--- config.mk ---
export PLATFORM = sky130hd
export DESIGN_NAME = resp_stream_parser_unit
export DESIGN_NICKNAME = d
export VERILOG_FILES = /design/src/rtl/rps_pkg.sv /design/src/rtl/resp_stream_parser_unit.sv /design/src/rtl/rps_out_fifo.sv
export VERILOG_INCLUDE_DIRS = /design/src /design/src/rtl
export SDC_FILE = /design/constraint.sdc
export NUM_CORES = 2
export LEC_CHECK = 0
export ABC_AREA = 1
export ABC_CLOCK_PERIOD_IN_PS = 26900
export BUFFER_PORTS_ARGS = -buffer_cell sky130_fd_sc_hd__buf_4
export CELL_PAD_IN_SITES_DETAIL_PLACEMENT = 1
export CELL_PAD_IN_SITES_GLOBAL_PLACEMENT = 1
export CORE_MARGIN = 2
export CORE_UTILIZATION = 41
export CTS_CLUSTER_DIAMETER = 50
export CTS_CLUSTER_SIZE = 16
export DETAILED_ROUTE_END_ITERATION = 10
export PLACE_DENSITY_LB_ADDON = 0.05
export SETUP_SLACK_MARGIN = 0.1
export SYNTH_ARGS = -nofsm -noshare
export SYNTH_HDL_FRONTEND = slang
export SYNTH_HIERARCHICAL = 1
export SYNTH_SLANG_ARGS = --single-unit
export TNS_END_PERCENT = 50
--- constraint.sdc ---
create_clock -name aclk -period 26.9 [get_ports aclk]
set_input_delay 4.035 -clock aclk [delete_from_list [all_inputs] [get_ports aclk]]
set_output_delay 4.035 -clock aclk [all_outputs]
set_load 0.02 [all_outputs]
--- src/rtl/assert_macros.svh ---
// Assertion macros shared by the parser RTL.
// Depends on nothing; included by the files that carry assertions.
`ifndef ASSERT_MACROS_SVH
`define ASSERT_MACROS_SVH

// Property that must hold at every clock edge outside reset.
`define RPS_ASSERT(lbl, clk, rstn, prop, msg) \
    lbl: assert property (@(posedge clk) disable iff (!rstn) (prop)) else $error(msg);

// Consequent that must hold in the cycle after the antecedent.
`define RPS_ASSERT_NEXT(lbl, clk, rstn, ante, cons, msg) \
    lbl: assert property (@(posedge clk) disable iff (!rstn) (ante) |=> (cons)) else $error(msg);

`endif

--- src/rtl/rps_pkg.sv ---
// Shared types and constants of the RESP stream parser.
// Depends on nothing; used by rps_out_fifo and resp_stream_parser_unit.
`default_nettype none
package rps_pkg;

    localparam int MAX_DEPTH_DEF = 8;
    localparam int LEN_BITS_DEF  = 32;

    localparam int FIFO_DEPTH = 4;
    localparam int FIFO_AW    = 2;

    // Event codes.
    localparam logic [2:0] EV_STR_START = 3'd0;
    localparam logic [2:0] EV_CONTENT   = 3'd1;
    localparam logic [2:0] EV_STR_END   = 3'd2;
    localparam logic [2:0] EV_INTEGER   = 3'd3;
    localparam logic [2:0] EV_NULL      = 3'd4;
    localparam logic [2:0] EV_ARRAY     = 3'd5;
    localparam logic [2:0] EV_ERROR     = 3'd6;

    // Value kinds.
    localparam logic [2:0] VK_SIMPLE = 3'd0;
    localparam logic [2:0] VK_ERRSTR = 3'd1;
    localparam logic [2:0] VK_BULK   = 3'd2;
    localparam logic [2:0] VK_INT    = 3'd3;
    localparam logic [2:0] VK_ARRAY  = 3'd4;

    // Parser phases.
    localparam logic [2:0] PH_TYPE  = 3'd0;
    localparam logic [2:0] PH_LINE  = 3'd1;
    localparam logic [2:0] PH_NLEAD = 3'd2;
    localparam logic [2:0] PH_NBODY = 3'd3;
    localparam logic [2:0] PH_BDATA = 3'd4;
    localparam logic [2:0] PH_BCR   = 3'd5;
    localparam logic [2:0] PH_BLF   = 3'd6;

    localparam logic [7:0] CH_CR    = 8'd13;
    localparam logic [7:0] CH_LF    = 8'd10;
    localparam logic [7:0] CH_PLUS  = 8'h2B;
    localparam logic [7:0] CH_MINUS = 8'h2D;
    localparam logic [7:0] CH_COLON = 8'h3A;
    localparam logic [7:0] CH_DOLL  = 8'h24;
    localparam logic [7:0] CH_STAR  = 8'h2A;
    localparam logic [7:0] CH_ZERO  = 8'h30;
    localparam logic [7:0] CH_NINE  = 8'h39;
    localparam logic [7:0] CH_SPACE = 8'h20;
    localparam logic [7:0] CH_TAB   = 8'h09;

    typedef struct packed {
        logic        last;
        logic        done;
        logic [3:0]  nest;
        logic [63:0] num;
        logic [7:0]  cbyte;
        logic [1:0]  kind;
        logic [2:0]  ev;
    } rps_res_t;

    function automatic rps_res_t mk_res(logic [2:0] ev, logic [2:0] kind, logic [7:0] cbyte,
                                        logic [63:0] num, logic [3:0] nest, logic done);
        rps_res_t r;
        r.ev    = ev;
        r.kind  = kind[1:0];
        r.cbyte = cbyte;
        r.num   = num;
        r.nest  = nest;
        r.done  = done;
        r.last  = 1'b0;
        return r;
    endfunction

endpackage
`default_nettype wire

--- src/rtl/resp_stream_parser_unit.sv ---
// RESP2 stream parser: one byte per cycle in while s_tready, parse events out.
// Depends on rps_pkg, rps_out_fifo and assert_macros.svh.
//
// Usage: bytes of the stream arrive on the s_ channel, one per request.
// Each byte is parsed in the cycle it is accepted; the zero, one or two
// events it causes go into a four-entry result queue and leave on the m_
// channel, the final event of a byte marked by m_tlast. A byte that causes
// no event (a header character, a CR) produces nothing on the m_ side.
// An event is written into the queue as its byte is accepted. Throughput:
// one byte per cycle; the rate is set by the result queue, which takes a
// byte only while it has room for two events, so a string line with a lone
// CR (two events) costs an extra output transfer.
// When the receiver stalls, the queue fills and s_tready drops once fewer
// than two free entries remain. Reset (aresetn low, synchronous) empties
// the queue, closes all arrays and clears the sticky error. After a
// protocol error every byte yields one error event until reset.
`default_nettype none
`include "assert_macros.svh"
module resp_stream_parser_unit
    import rps_pkg::*;
#(
    parameter int MAX_DEPTH = MAX_DEPTH_DEF,
    parameter int LEN_BITS  = LEN_BITS_DEF
) (
    input  wire logic        aclk,
    input  wire logic        aresetn,
    input  wire logic        s_tvalid,
    output logic             s_tready,
    input  wire logic [7:0]  s_tdata,   // [7:0] in_byte
    output logic             m_tvalid,
    input  wire logic        m_tready,
    output logic [79:0]      m_tdata,   // [7:0] content_byte, [71:8] number,
                                        // [75:72] nest_level, [76] message_done
    output logic [4:0]       m_tuser,   // [2:0] event_res, [4:3] string_kind
    output logic             m_tlast    // last
);

    localparam int SW = $clog2(MAX_DEPTH + 1);
    localparam int IW = (MAX_DEPTH > 1) ? $clog2(MAX_DEPTH) : 1;
    localparam logic [67:0] LIM_POS = {5'd0, 63'h7FFF_FFFF_FFFF_FFFF};
    localparam logic [67:0] LIM_NEG = {4'd0, 1'b1, 63'd0};

    typedef struct packed {
        logic        ok;
        logic [2:0]  ph;
        logic        neg;
        logic [63:0] acc;
        logic        dig;
        logic        skip;
    } num_st_t;

    // One character of a decimal header line.
    function automatic num_st_t num_char(logic [7:0] c, num_st_t s);
        num_st_t     r;
        logic [67:0] t;
        logic        is_sp;
        logic        go;
        r     = s;
        r.ok  = 1'b1;
        is_sp = (c == CH_SPACE) || (c >= CH_TAB && c <= CH_CR);
        t     = ({4'd0, s.acc} << 3) + ({4'd0, s.acc} << 1) + {60'd0, c - CH_ZERO};
        go    = 1'b1;
        if (s.ph == PH_NLEAD) begin
            if (is_sp) begin
                go = 1'b0;
            end else begin
                r.ph = PH_NBODY;
                if (c == CH_PLUS) begin
                    go = 1'b0;
                end else if (c == CH_MINUS) begin
                    r.neg = 1'b1;
                    go    = 1'b0;
                end
            end
        end else if (s.skip) begin
            go = 1'b0;
        end
        if (go) begin
            if (c >= CH_ZERO && c <= CH_NINE) begin
                if (t > (r.neg ? LIM_NEG : LIM_POS)) begin
                    r.ok = 1'b0;
                end else begin
                    r.acc = t[63:0];
                    r.dig = 1'b1;
                end
            end else if (s.dig) begin
                r.skip = 1'b1;
            end else begin
                r.ok = 1'b0;
            end
        end
        return r;
    endfunction

    logic [2:0]    ph_reg, ph_next;
    logic [2:0]    vk_reg, vk_next;
    logic [63:0]   acc_reg, acc_next;
    logic          neg_reg, neg_next;
    logic          dig_reg, dig_next;
    logic          skip_reg, skip_next;
    logic          cr_reg, cr_next;
    logic [LEN_BITS-1:0] rem_reg, rem_next;
    logic [SW-1:0] lvl_reg, lvl_next;
    logic          err_reg, err_next;

    logic [LEN_BITS-1:0] cnt_mem [MAX_DEPTH];
    logic [MAX_DEPTH-1:0] one_reg;

    logic          acc_fire;
    logic          room_two;
    logic [7:0]    c;
    logic [1:0]    n;
    rps_res_t      res0, res1, out_res, fin0, fin1;
    logic          do_fin, do_push;

    logic          fin_found;
    logic [IW-1:0] fin_idx;
    logic [SW-1:0] fin_lvl;
    logic          fin_done;
    logic [LEN_BITS-1:0] fin_cnt;

    num_st_t       st0, st1, st2;
    logic          cr_first;
    logic [63:0]   val;
    logic          nz_neg;
    logic          oversize;
    logic [3:0]    nest;

    assign c        = s_tdata;
    assign acc_fire = s_tvalid && s_tready;
    assign s_tready = room_two;
    assign nest     = 4'(lvl_reg);

    // Closing one element pops the innermost arrays whose count is down to one.
    always_comb begin
        fin_found = 1'b0;
        fin_idx   = '0;
        for (int i = 0; i < MAX_DEPTH; i++) begin
            if (SW'(i) < lvl_reg && !one_reg[i]) begin
                fin_found = 1'b1;
                fin_idx   = IW'(i);
            end
        end
        fin_lvl  = fin_found ? (SW'(fin_idx) + SW'(1)) : '0;
        fin_done = !fin_found;
    end

    assign fin_cnt  = cnt_mem[fin_idx];
    assign val      = neg_reg ? (64'd0 - acc_reg) : acc_reg;
    assign nz_neg   = neg_reg && (acc_reg != 64'd0);
    assign oversize = (acc_reg[63:LEN_BITS] != '0);

    always_comb begin
        ph_next   = ph_reg;
        vk_next   = vk_reg;
        acc_next  = acc_reg;
        neg_next  = neg_reg;
        dig_next  = dig_reg;
        skip_next = skip_reg;
        cr_next   = cr_reg;
        rem_next  = rem_reg;
        lvl_next  = lvl_reg;
        err_next  = err_reg;
        n         = 2'd0;
        res0      = '0;
        res1      = '0;
        fin0      = '0;
        fin1      = '0;
        do_fin    = 1'b0;
        do_push   = 1'b0;
        cr_first  = cr_reg && (c != CH_LF);
        st0       = {1'b1, ph_reg, neg_reg, acc_reg, dig_reg, skip_reg};
        st1       = cr_first ? num_char(CH_CR, st0) : st0;
        st2       = num_char(c, st1);

        if (err_reg) begin
            res0 = mk_res(EV_ERROR, VK_SIMPLE, 8'd0, 64'd0, nest, 1'b0);
            n    = 2'd1;
        end else begin
            unique case (ph_reg)
                PH_TYPE: begin
                    if (c == CH_PLUS || c == CH_MINUS) begin
                        vk_next = (c == CH_PLUS) ? VK_SIMPLE : VK_ERRSTR;
                        cr_next = 1'b0;
                        ph_next = PH_LINE;
                        res0 = mk_res(EV_STR_START, vk_next, 8'd0, 64'd0, nest, 1'b0);
                        n    = 2'd1;
                    end else if (c == CH_COLON || c == CH_DOLL || c == CH_STAR) begin
                        vk_next   = (c == CH_COLON) ? VK_INT :
                                    (c == CH_DOLL) ? VK_BULK : VK_ARRAY;
                        acc_next  = '0;
                        neg_next  = 1'b0;
                        dig_next  = 1'b0;
                        skip_next = 1'b0;
                        cr_next   = 1'b0;
                        ph_next   = PH_NLEAD;
                    end else begin
                        err_next = 1'b1;
                        res0 = mk_res(EV_ERROR, VK_SIMPLE, 8'd0, 64'd0, nest, 1'b0);
                        n    = 2'd1;
                    end
                end
                PH_LINE: begin
                    cr_next = 1'b0;
                    if (cr_reg && c == CH_LF) begin
                        do_fin   = 1'b1;
                        lvl_next = fin_lvl;
                        ph_next  = PH_TYPE;
                        res0 = mk_res(EV_STR_END, vk_reg, 8'd0, 64'd0, nest, fin_done);
                        n    = 2'd1;
                    end else begin
                        fin0 = mk_res(EV_CONTENT, vk_reg, CH_CR, 64'd0, nest, 1'b0);
                        fin1 = mk_res(EV_CONTENT, vk_reg, c, 64'd0, nest, 1'b0);
                        if (cr_first) begin
                            res0 = fin0;
                            n    = 2'd1;
                        end
                        if (c == CH_CR) begin
                            cr_next = 1'b1;
                        end else if (cr_first) begin
                            res1 = fin1;
                            n    = 2'd2;
                        end else begin
                            res0 = fin1;
                            n    = 2'd1;
                        end
                    end
                end
                PH_NLEAD, PH_NBODY: begin
                    cr_next = 1'b0;
                    if (cr_reg && c == CH_LF) begin
                        ph_next = PH_TYPE;
                        n       = 2'd1;
                        res0 = mk_res(EV_ERROR, VK_SIMPLE, 8'd0, 64'd0, nest, 1'b0);
                        if (!dig_reg) begin
                            err_next = 1'b1;
                        end else if (vk_reg == VK_INT) begin
                            do_fin   = 1'b1;
                            lvl_next = fin_lvl;
                            res0 = mk_res(EV_INTEGER, VK_SIMPLE, 8'd0, val, nest, fin_done);
                        end else if (vk_reg == VK_BULK) begin
                            if (nz_neg && acc_reg == 64'd1) begin
                                do_fin   = 1'b1;
                                lvl_next = fin_lvl;
                                res0 = mk_res(EV_NULL, VK_SIMPLE, 8'd0, val, nest, fin_done);
                            end else if (nz_neg || oversize) begin
                                err_next = 1'b1;
                            end else begin
                                rem_next = acc_reg[LEN_BITS-1:0];
                                ph_next  = (acc_reg == 64'd0) ? PH_BCR : PH_BDATA;
                                res0 = mk_res(EV_STR_START, VK_BULK, 8'd0, val, nest, 1'b0);
                            end
                        end else begin
                            if (nz_neg || oversize) begin
                                err_next = 1'b1;
                            end else if (acc_reg == 64'd0) begin
                                do_fin   = 1'b1;
                                lvl_next = fin_lvl;
                                res0 = mk_res(EV_ARRAY, VK_SIMPLE, 8'd0, 64'd0, nest, fin_done);
                            end else if (lvl_reg >= SW'(MAX_DEPTH)) begin
                                err_next = 1'b1;
                            end else begin
                                do_push  = 1'b1;
                                lvl_next = lvl_reg + SW'(1);
                                res0 = mk_res(EV_ARRAY, VK_SIMPLE, 8'd0, val, nest, 1'b0);
                            end
                        end
                    end else if (!st1.ok || (c != CH_CR && !st2.ok)) begin
                        err_next = 1'b1;
                        ph_next  = PH_TYPE;
                        res0 = mk_res(EV_ERROR, VK_SIMPLE, 8'd0, 64'd0, nest, 1'b0);
                        n    = 2'd1;
                    end else begin
                        if (c == CH_CR) begin
                            cr_next = 1'b1;
                            {ph_next, neg_next, acc_next, dig_next, skip_next} =
                                {st1.ph, st1.neg, st1.acc, st1.dig, st1.skip};
                        end else begin
                            {ph_next, neg_next, acc_next, dig_next, skip_next} =
                                {st2.ph, st2.neg, st2.acc, st2.dig, st2.skip};
                        end
                    end
                end
                PH_BDATA: begin
                    res0 = mk_res(EV_CONTENT, VK_BULK, c, 64'd0, nest, 1'b0);
                    n    = 2'd1;
                    rem_next = rem_reg - LEN_BITS'(1);
                    if (rem_reg == LEN_BITS'(1)) begin
                        ph_next = PH_BCR;
                    end
                end
                PH_BCR: begin
                    if (c == CH_CR) begin
                        ph_next = PH_BLF;
                    end else begin
                        err_next = 1'b1;
                        ph_next  = PH_TYPE;
                        cr_next  = 1'b0;
                        res0 = mk_res(EV_ERROR, VK_SIMPLE, 8'd0, 64'd0, nest, 1'b0);
                        n    = 2'd1;
                    end
                end
                PH_BLF: begin
                    ph_next = PH_TYPE;
                    n       = 2'd1;
                    if (c == CH_LF) begin
                        do_fin   = 1'b1;
                        lvl_next = fin_lvl;
                        res0 = mk_res(EV_STR_END, vk_reg, 8'd0, 64'd0, nest, fin_done);
                    end else begin
                        err_next = 1'b1;
                        cr_next  = 1'b0;
                        res0 = mk_res(EV_ERROR, VK_SIMPLE, 8'd0, 64'd0, nest, 1'b0);
                    end
                end
                default: begin
                    err_next = 1'b1;
                    ph_next  = PH_TYPE;
                    cr_next  = 1'b0;
                    res0 = mk_res(EV_ERROR, VK_SIMPLE, 8'd0, 64'd0, nest, 1'b0);
                    n    = 2'd1;
                end
            endcase
        end

        if (n == 2'd1) begin
            res0.last = 1'b1;
        end
        res1.last = 1'b1;
    end

    always_ff @(posedge aclk) begin
        if (acc_fire && do_push) begin
            cnt_mem[lvl_reg[IW-1:0]] <= acc_reg[LEN_BITS-1:0];
            one_reg[lvl_reg[IW-1:0]] <= (acc_reg == 64'd1);
        end else if (acc_fire && do_fin && fin_found) begin
            cnt_mem[fin_idx] <= fin_cnt - LEN_BITS'(1);
            one_reg[fin_idx] <= (fin_cnt == LEN_BITS'(2));
        end
    end

    always_ff @(posedge aclk) begin
        if (!aresetn) begin
            ph_reg   <= PH_TYPE;
            vk_reg   <= VK_SIMPLE;
            acc_reg  <= '0;
            neg_reg  <= 1'b0;
            dig_reg  <= 1'b0;
            skip_reg <= 1'b0;
            cr_reg   <= 1'b0;
            rem_reg  <= '0;
            lvl_reg  <= '0;
            err_reg  <= 1'b0;
        end else if (acc_fire) begin
            ph_reg   <= ph_next;
            vk_reg   <= vk_next;
            acc_reg  <= acc_next;
            neg_reg  <= neg_next;
            dig_reg  <= dig_next;
            skip_reg <= skip_next;
            cr_reg   <= cr_next;
            rem_reg  <= rem_next;
            lvl_reg  <= lvl_next;
            err_reg  <= err_next;
        end
    end

    rps_out_fifo u_fifo (
        .aclk      (aclk),
        .aresetn   (aresetn),
        .push_n    (acc_fire ? n : 2'd0),
        .push0     (res0),
        .push1     (res1),
        .room_two  (room_two),
        .out_valid (m_tvalid),
        .out_data  (out_res),
        .out_ready (m_tready)
    );

    assign m_tdata = {3'd0, out_res.done, out_res.nest, out_res.num, out_res.cbyte};
    assign m_tuser = {out_res.kind, out_res.ev};
    assign m_tlast = out_res.last;

    `RPS_ASSERT_NEXT(a_err_sticky, aclk, aresetn, err_reg, err_reg, "sticky error cleared")
    `RPS_ASSERT(a_lvl_bound, aclk, aresetn, lvl_reg <= SW'(MAX_DEPTH), "array stack overrun")
    `RPS_ASSERT_NEXT(a_err_event, aclk, aresetn, acc_fire && err_reg, m_tvalid, "error lost")
    `RPS_ASSERT(a_bulk_cnt, aclk, aresetn, (ph_reg != PH_BDATA) || (rem_reg != '0), "bulk count zero")

endmodule
`default_nettype wire

--- src/rtl/rps_out_fifo.sv ---
// Small result queue that takes up to two events per cycle and gives one.
// Depends on rps_pkg.
`default_nettype none
module rps_out_fifo
    import rps_pkg::*;
(
    input  wire logic     aclk,
    input  wire logic     aresetn,
    input  wire logic [1:0] push_n,
    input  wire rps_res_t push0,
    input  wire rps_res_t push1,
    output logic          room_two,
    output logic          out_valid,
    output rps_res_t      out_data,
    input  wire logic     out_ready
);

    rps_res_t mem_reg [FIFO_DEPTH];
    logic [FIFO_AW-1:0] wr_reg, rd_reg;
    logic [FIFO_AW:0]   cnt_reg, cnt_next;
    logic               pop;

    assign out_valid = (cnt_reg != '0);
    assign out_data  = mem_reg[rd_reg];
    assign pop       = out_valid && out_ready;
    assign room_two  = (cnt_reg <= (FIFO_AW+1)'(FIFO_DEPTH - 2));
    assign cnt_next  = cnt_reg + (FIFO_AW+1)'(push_n) - (FIFO_AW+1)'(pop);

    always_ff @(posedge aclk) begin
        if (push_n != 2'd0) begin
            mem_reg[wr_reg] <= push0;
        end
        if (push_n == 2'd2) begin
            mem_reg[wr_reg + FIFO_AW'(1)] <= push1;
        end
    end

    always_ff @(posedge aclk) begin
        if (!aresetn) begin
            wr_reg  <= '0;
            rd_reg  <= '0;
            cnt_reg <= '0;
        end else begin
            wr_reg  <= wr_reg + FIFO_AW'(push_n);
            rd_reg  <= rd_reg + FIFO_AW'(pop);
            cnt_reg <= cnt_next;
        end
    end

endmodule
`default_nettype wire
# [Word-level counts from Yosys, hierarchy flattened]
# Memories as Yosys holds them, arrays and structs flattened. A register that Yosys moved wholly into a read port is not among the register bits.
# Cells that the tools add are included.
[totals] register_bits=126 ramBits=588 output_inout_bits=88 word_cells=356 n_memories=2
[op_classes] addsub=13 magnitude_cmp=19 n_eq_ne=43 muxes=204 n_bitwise=2 reduce_logical=59
[mem_list] memory="u_fifo.mem_reg" depth=4 word_bits=83 read_ports=1 rd_clocked_by_memory_dff=1 wr=2 line="rps_out_fifo.sv:18" text="rps_res_t mem_reg [FIFO_DEPTH];"
[mem_list] memory="cnt_mem" depth=8 word_bits=32 read_ports=1 rd_clocked_by_memory_dff=0 wr=1 line="resp_stream_parser_unit.sv:106" text="logic [LEN_BITS-1:0] cnt_mem [MAX_DEPTH];"
[ops] cell="two-way mux 81 bit" count=11
[ops] cell="two-way mux 83 bit" count=7
[ops] cell="one-hot mux 83 bit (6 select lines)" count=1
[ops] cell="two-way mux 64 bit" count=7
[ops] cell="two-way mux 82 bit" count=4
[ops] cell="two-way mux 32 bit" count=7
[ops] cell="two-way mux 77 bit" count=2
[ops] cell="two-way mux 65 bit" count=2
[ops] cell="one-hot mux 64 bit (2 select lines)" count=1
[ops] cell="two-way mux 1 bit" count=101
[ops] cell="two-way mux 71 bit" count=1
[ops] cell="two-way mux 3 bit" count=23
[ops] cell="adder 67 x 65 -> 68 bit" count=1
[ops] cell="adder 68 x 8 -> 68 bit" count=1
[ops] cell="greater-than comparator 68 x 64 -> 1 bit" count=1
[ops] cell="two-way mux 66 bit" count=1
[ops] cell="== test 64 x 1 -> 1 bit, second input constant" count=1
[ops] cell="logical NOT 64 bit" count=1
[ops] cell="one-hot mux 32 bit (2 select lines)" count=1
[ops] cell="nonzero test 64 bit" count=1
[ops] cell="subtractor 1 x 64 -> 64 bit, first input constant" count=1
[ops] cell="subtractor 32 x 1 -> 32 bit, second input constant" count=2
[ops] cell="two-way mux 4 bit" count=13
[ops] cell="== test 8 x 6 -> 1 bit, second input constant" count=6
[ops] cell="other kinds (59)" count=143

# [Longest topological paths before layout]
[depth] depth_word=24 mapped_depth=42 depth_no_buf=42

# [Hierarchy]
# Netlist, hierarchy kept.
[by_module_without_submodules] module="resp_stream_parser_unit" n_inst=1 cells_per_inst=3882 area_per_inst_um2=27861.7 seq_area_each_um2=10149.7
[by_module_without_submodules] module="rps_out_fifo" n_inst=1 cells_per_inst=1687 area_per_inst_um2=16213.0 seq_area_each_um2=10109.7

# [Least setup slack after synthesis]
# No wires, ideal clock.
[synth_timing] kind="in2reg" startpoint="in s_tdata[4]" endpoint="mem u_fifo/mem_reg[3][0] in the netlist's numbering, enable pin" setup_time_ns=0.647 arrival_time_ns=14.724 required_ns=26.253 slack_ns=11.529 path_stages=36 n_path_buf=0 path_cell_list="ha_1 > xnor2_1 > fa_1 > ha_1 > nand2_1 > inv_1 > nand2_1 > nand2_1 > nand2_1 > nand2_1 > nand2_1 > nand3_1 > a21oi_1 > o21ai_0 > a21boi_0 > o21ai_0 > xnor2_1 > inv_1 > ha_1 > nand2_1 > nor3_1 > o21a_1 > nor2_1 > nand2_1 > nand2_1 > nand2_1 > nand2_1 > nand2_1 > nand2_1 > nand2_1 > nand2_2 > nand3_1 > nand2_1 > a21oi_1 > nor2_1 > o31ai_1"
[synth_lines] element="start: declaration" line="resp_stream_parser_unit.sv:29" text="input wire logic [7:0] s_tdata,"
[synth_lines] element="end: declaration" line="rps_out_fifo.sv:18"

==> impl_metrics.ini <==
[run_status]
status = complete, no violations

[cts]
cts_tree = built
cts_buffers = 95
clkLatencyLatePin_ns = 0.69
cts_sinks = 714
cts_resized = 0
hold_buffers = 0
max-clock-path-buffers = 3
cts-htree-levels = 3
post_cts_buffers = 0
clk_pin_slew_ns = 0.05
root_buffer = clkbuf_16

[synth]
synth_area_leaders = edfxtp_1 (41%), nand2_1 (11%), nor2_1 (6.6%)
ys_types = 59
syn_area_mm2 = 0.0441
yosysTopAreaCellShare_pct = 40.6
synth-main-ff-cell = edfxtp_1
synth_warnings = 6
synth.most_common_cell = nand2_1
yosys.area.top_type = edfxtp_1
seq_area_frac_synth_pct = 46.0
synthArstFlopShare_pct = 0
synthTopCellsByCount = nand2_1 (1,347), nor2_1 (770), edfxtp_1 (596), inv_1 (543), o21ai_0 (384)
synth-edff-count = 596
synth_seq_cells = 714
syn_inst = 5569
syn-mean-instance-area_um2 = 7.91

[worst_setup_path]
regToRegEndpoint = u_fifo/mem_reg[1][27]$_DFFE_PP_
cp_top_family = simple AND/OR/NAND/NOR gates
crit_path_frequent_cell = nand2_1
cp-end-kind = flip-flop
reg2regPathDepth = 38
cp_num_buf_inv = 4
crit_fanout = 88
crit_path_max_incr_delay_ns = 0.84
cp-start-kind = input pin
worstPathRequired_ns = 27.19
reg2reg_from = acc_reg[3]$_SDFFE_PN0P_
setup.worst_path.class = input pin to flip-flop
cp_slowest_cell = nand2_4
crit_start = s_tdata[4]
cp_data_arrival_time_ns = 12.62
rrSetupSlack_ns = 17.81

[worst_hold_path]
holdPathStages = 2
hold_path.startpoint = vk_reg[2]$_SDFFE_PN0P_
min_to = vk_reg[2]$_SDFFE_PN0P_
min-delay-path-class = flip-flop to flip-flop

[floorplanning]
coreArea_mm2 = 0.107
rows = 120
die_w_um = 332
die_area_mm2 = 0.110
initial_core_util_pct = 41.2
die_y_um = 332
ios = 100

[routing]
drc = 0
wire_per_inst_um = 22.0
drt_iter0_drc = 2569
ant_nets = 0
dr_total_vias = 38900
wirelength_um = 157000
vias_per_cell = 5.46
drtPass1Iterations = 5

[pwr]
leakage_nw = 20.2
powerDensity_mw_per_mm2 = 63.0
power_mw = 3.11
vdd_ir_drop_max_v = 0.0000439

[sta]
slew_violations = 0
post-route-period-util_pct = 45.8
rsz0062_at_grt = no
hold_viol_final = 0
slew_headroom_pct = 29.4
setup_viol = 0
min_period_ns = 12.33
fin_worst_skew_ns = 0.0447
worstMarginPinSlew_ns = 1.06
tns_ns = 0
max_freq_mhz = 81.1

[global_routing]
grt_usage_pct = 28.2
grt_pass1_vias = 39400
grt_overflow = 0
antenna_found_initial = 4
grt_pass1_wl_um = 239000
grt_max_degree = 93

[layout]
n_fill_cell = 13000
multiInputGateArea_mm2 = 0.0209
regArea_mm2 = 0.0203
syn2layout_area_growth_pct = 12.1
fin_nets = 5870
largest_reg_flops = 332
drive_above_1_share_pct = 7.81

[placement]
port_buffers = 96
place.gp.congestion = 0.897
dp_hpwl_um = 110000

[run]
drv_cap = 0
[per-stage QoR]
step / hold slack (ns) / instances / setup WS, ns / instance area, µm² / util, %
final: 0.463 / 7130 / 14.57 / 49400 / 46.2
after floorplan: 0.439 / 5638 / 11.53 / 44300 / -
after detailed placement: 0.459 / 6954 / 13.92 / 46200 / 43.2
after global placement: 0.450 / 6954 / 14.15 / 46200 / 43.2
after CTS: 0.468 / 7129 / 14.61 / 49400 / 46.2
after global routing: 0.499 / 7129 / 13.90 / 49400 / 46.2
[area by class of cell]
class / count / area share (%)
Clock inverter: 70 / 1.55
Timing Repair Buffer: 149 / 2.26
Antenna cell: 1 / 0.00507
Sequential cell: 714 / 41.0
Multi-Input combinational cell: 4121 / 42.3
Clock buffer: 105 / 5.00
Inverter: 567 / 4.32
Tap cell: 1403 / 3.55
[logic make-up (layout without fill, tap and decap cells)]
logic type                 Yosys count  in the layout  share of synthesized area, %
adders and majority gates          210            210                          6.08
and+or+nand+nor                   2567           2567                          24.0
DFF                                714            714                          46.0
other                                2             72                        0.0170
xor gates and xnor gates           108            108                          2.15
buffers and inverters              803            891                          7.60
AOI/OAI and AO/OA                 1165           1165                          14.2
[worst max path at each step]
stage / depth (start not counted) / endpoint / slack, ns
floorplan: 36 / u_fifo/mem_reg[3][0]$_DFFE_PP_ / 11.53
global placement: 39 / u_fifo/mem_reg[1][17]$_DFFE_PP_ / 14.15
detailed placement: 41 / u_fifo/mem_reg[1][17]$_DFFE_PP_ / 13.92
CTS: 41 / u_fifo/mem_reg[1][23]$_DFFE_PP_ / 14.61
global route: 41 / u_fifo/mem_reg[1][23]$_DFFE_PP_ / 13.90
finish: 41 / u_fifo/mem_reg[1][27]$_DFFE_PP_ / 14.57
[tightest hold or removal path, cell delays in order, from the launching register on]
cell and delay (ns):
dfxtp_1 0.31, nand2_1 0.06, a21oi_1 0.05
[placed cells by master, fill, tap and decap left out, types with 15 or more instances in the layout]
| cell | count |
|---|---|
| ha_1 | 203 |
| o21ai_0 | 384 |
| nor3_1 | 49 |
| conb_1 | 71 |
| a31oi_1 | 31 |
| nand3b_1 | 23 |
| nor2_1 | 761 |
| dfxtp_1 | 116 |
| nand3_1 | 215 |
| clkbuf_16 | 97 |
| nor2_4 | 18 |
| nor4_1 | 15 |
| a21oi_1 | 279 |
| buf_4 | 149 |
| inv_1 | 542 |
| inv_6 | 15 |
| nand4_1 | 52 |
| inv_2 | 20 |
| o21ai_1 | 283 |
| nand2_2 | 18 |
| xnor2_1 | 26 |
| edfxtp_1 | 596 |
| xor2_1 | 82 |
| o21bai_1 | 25 |
| nor2_2 | 33 |
| o22ai_1 | 94 |
| nand2_1 | 1340 |
[metal layers]
layer	global-route usage [%]	part of all wire (%)	vias up
li1	-	-	18800
met1	38.9	46	19100
met2	46.3	46	857
met3	3.95	5.2	204
met4	7.78	2.5	2
met5	0	0.0045	-
[power by group]
group          internal (mW)  switching (mW)  total, mW
combinational          0.159           0.368      0.527
clock                  0.749           0.544       1.29
sequential              1.26          0.0328       1.29
total                   2.17           0.945       3.11
No activity file was read; power rests on OpenSTA's default activity.
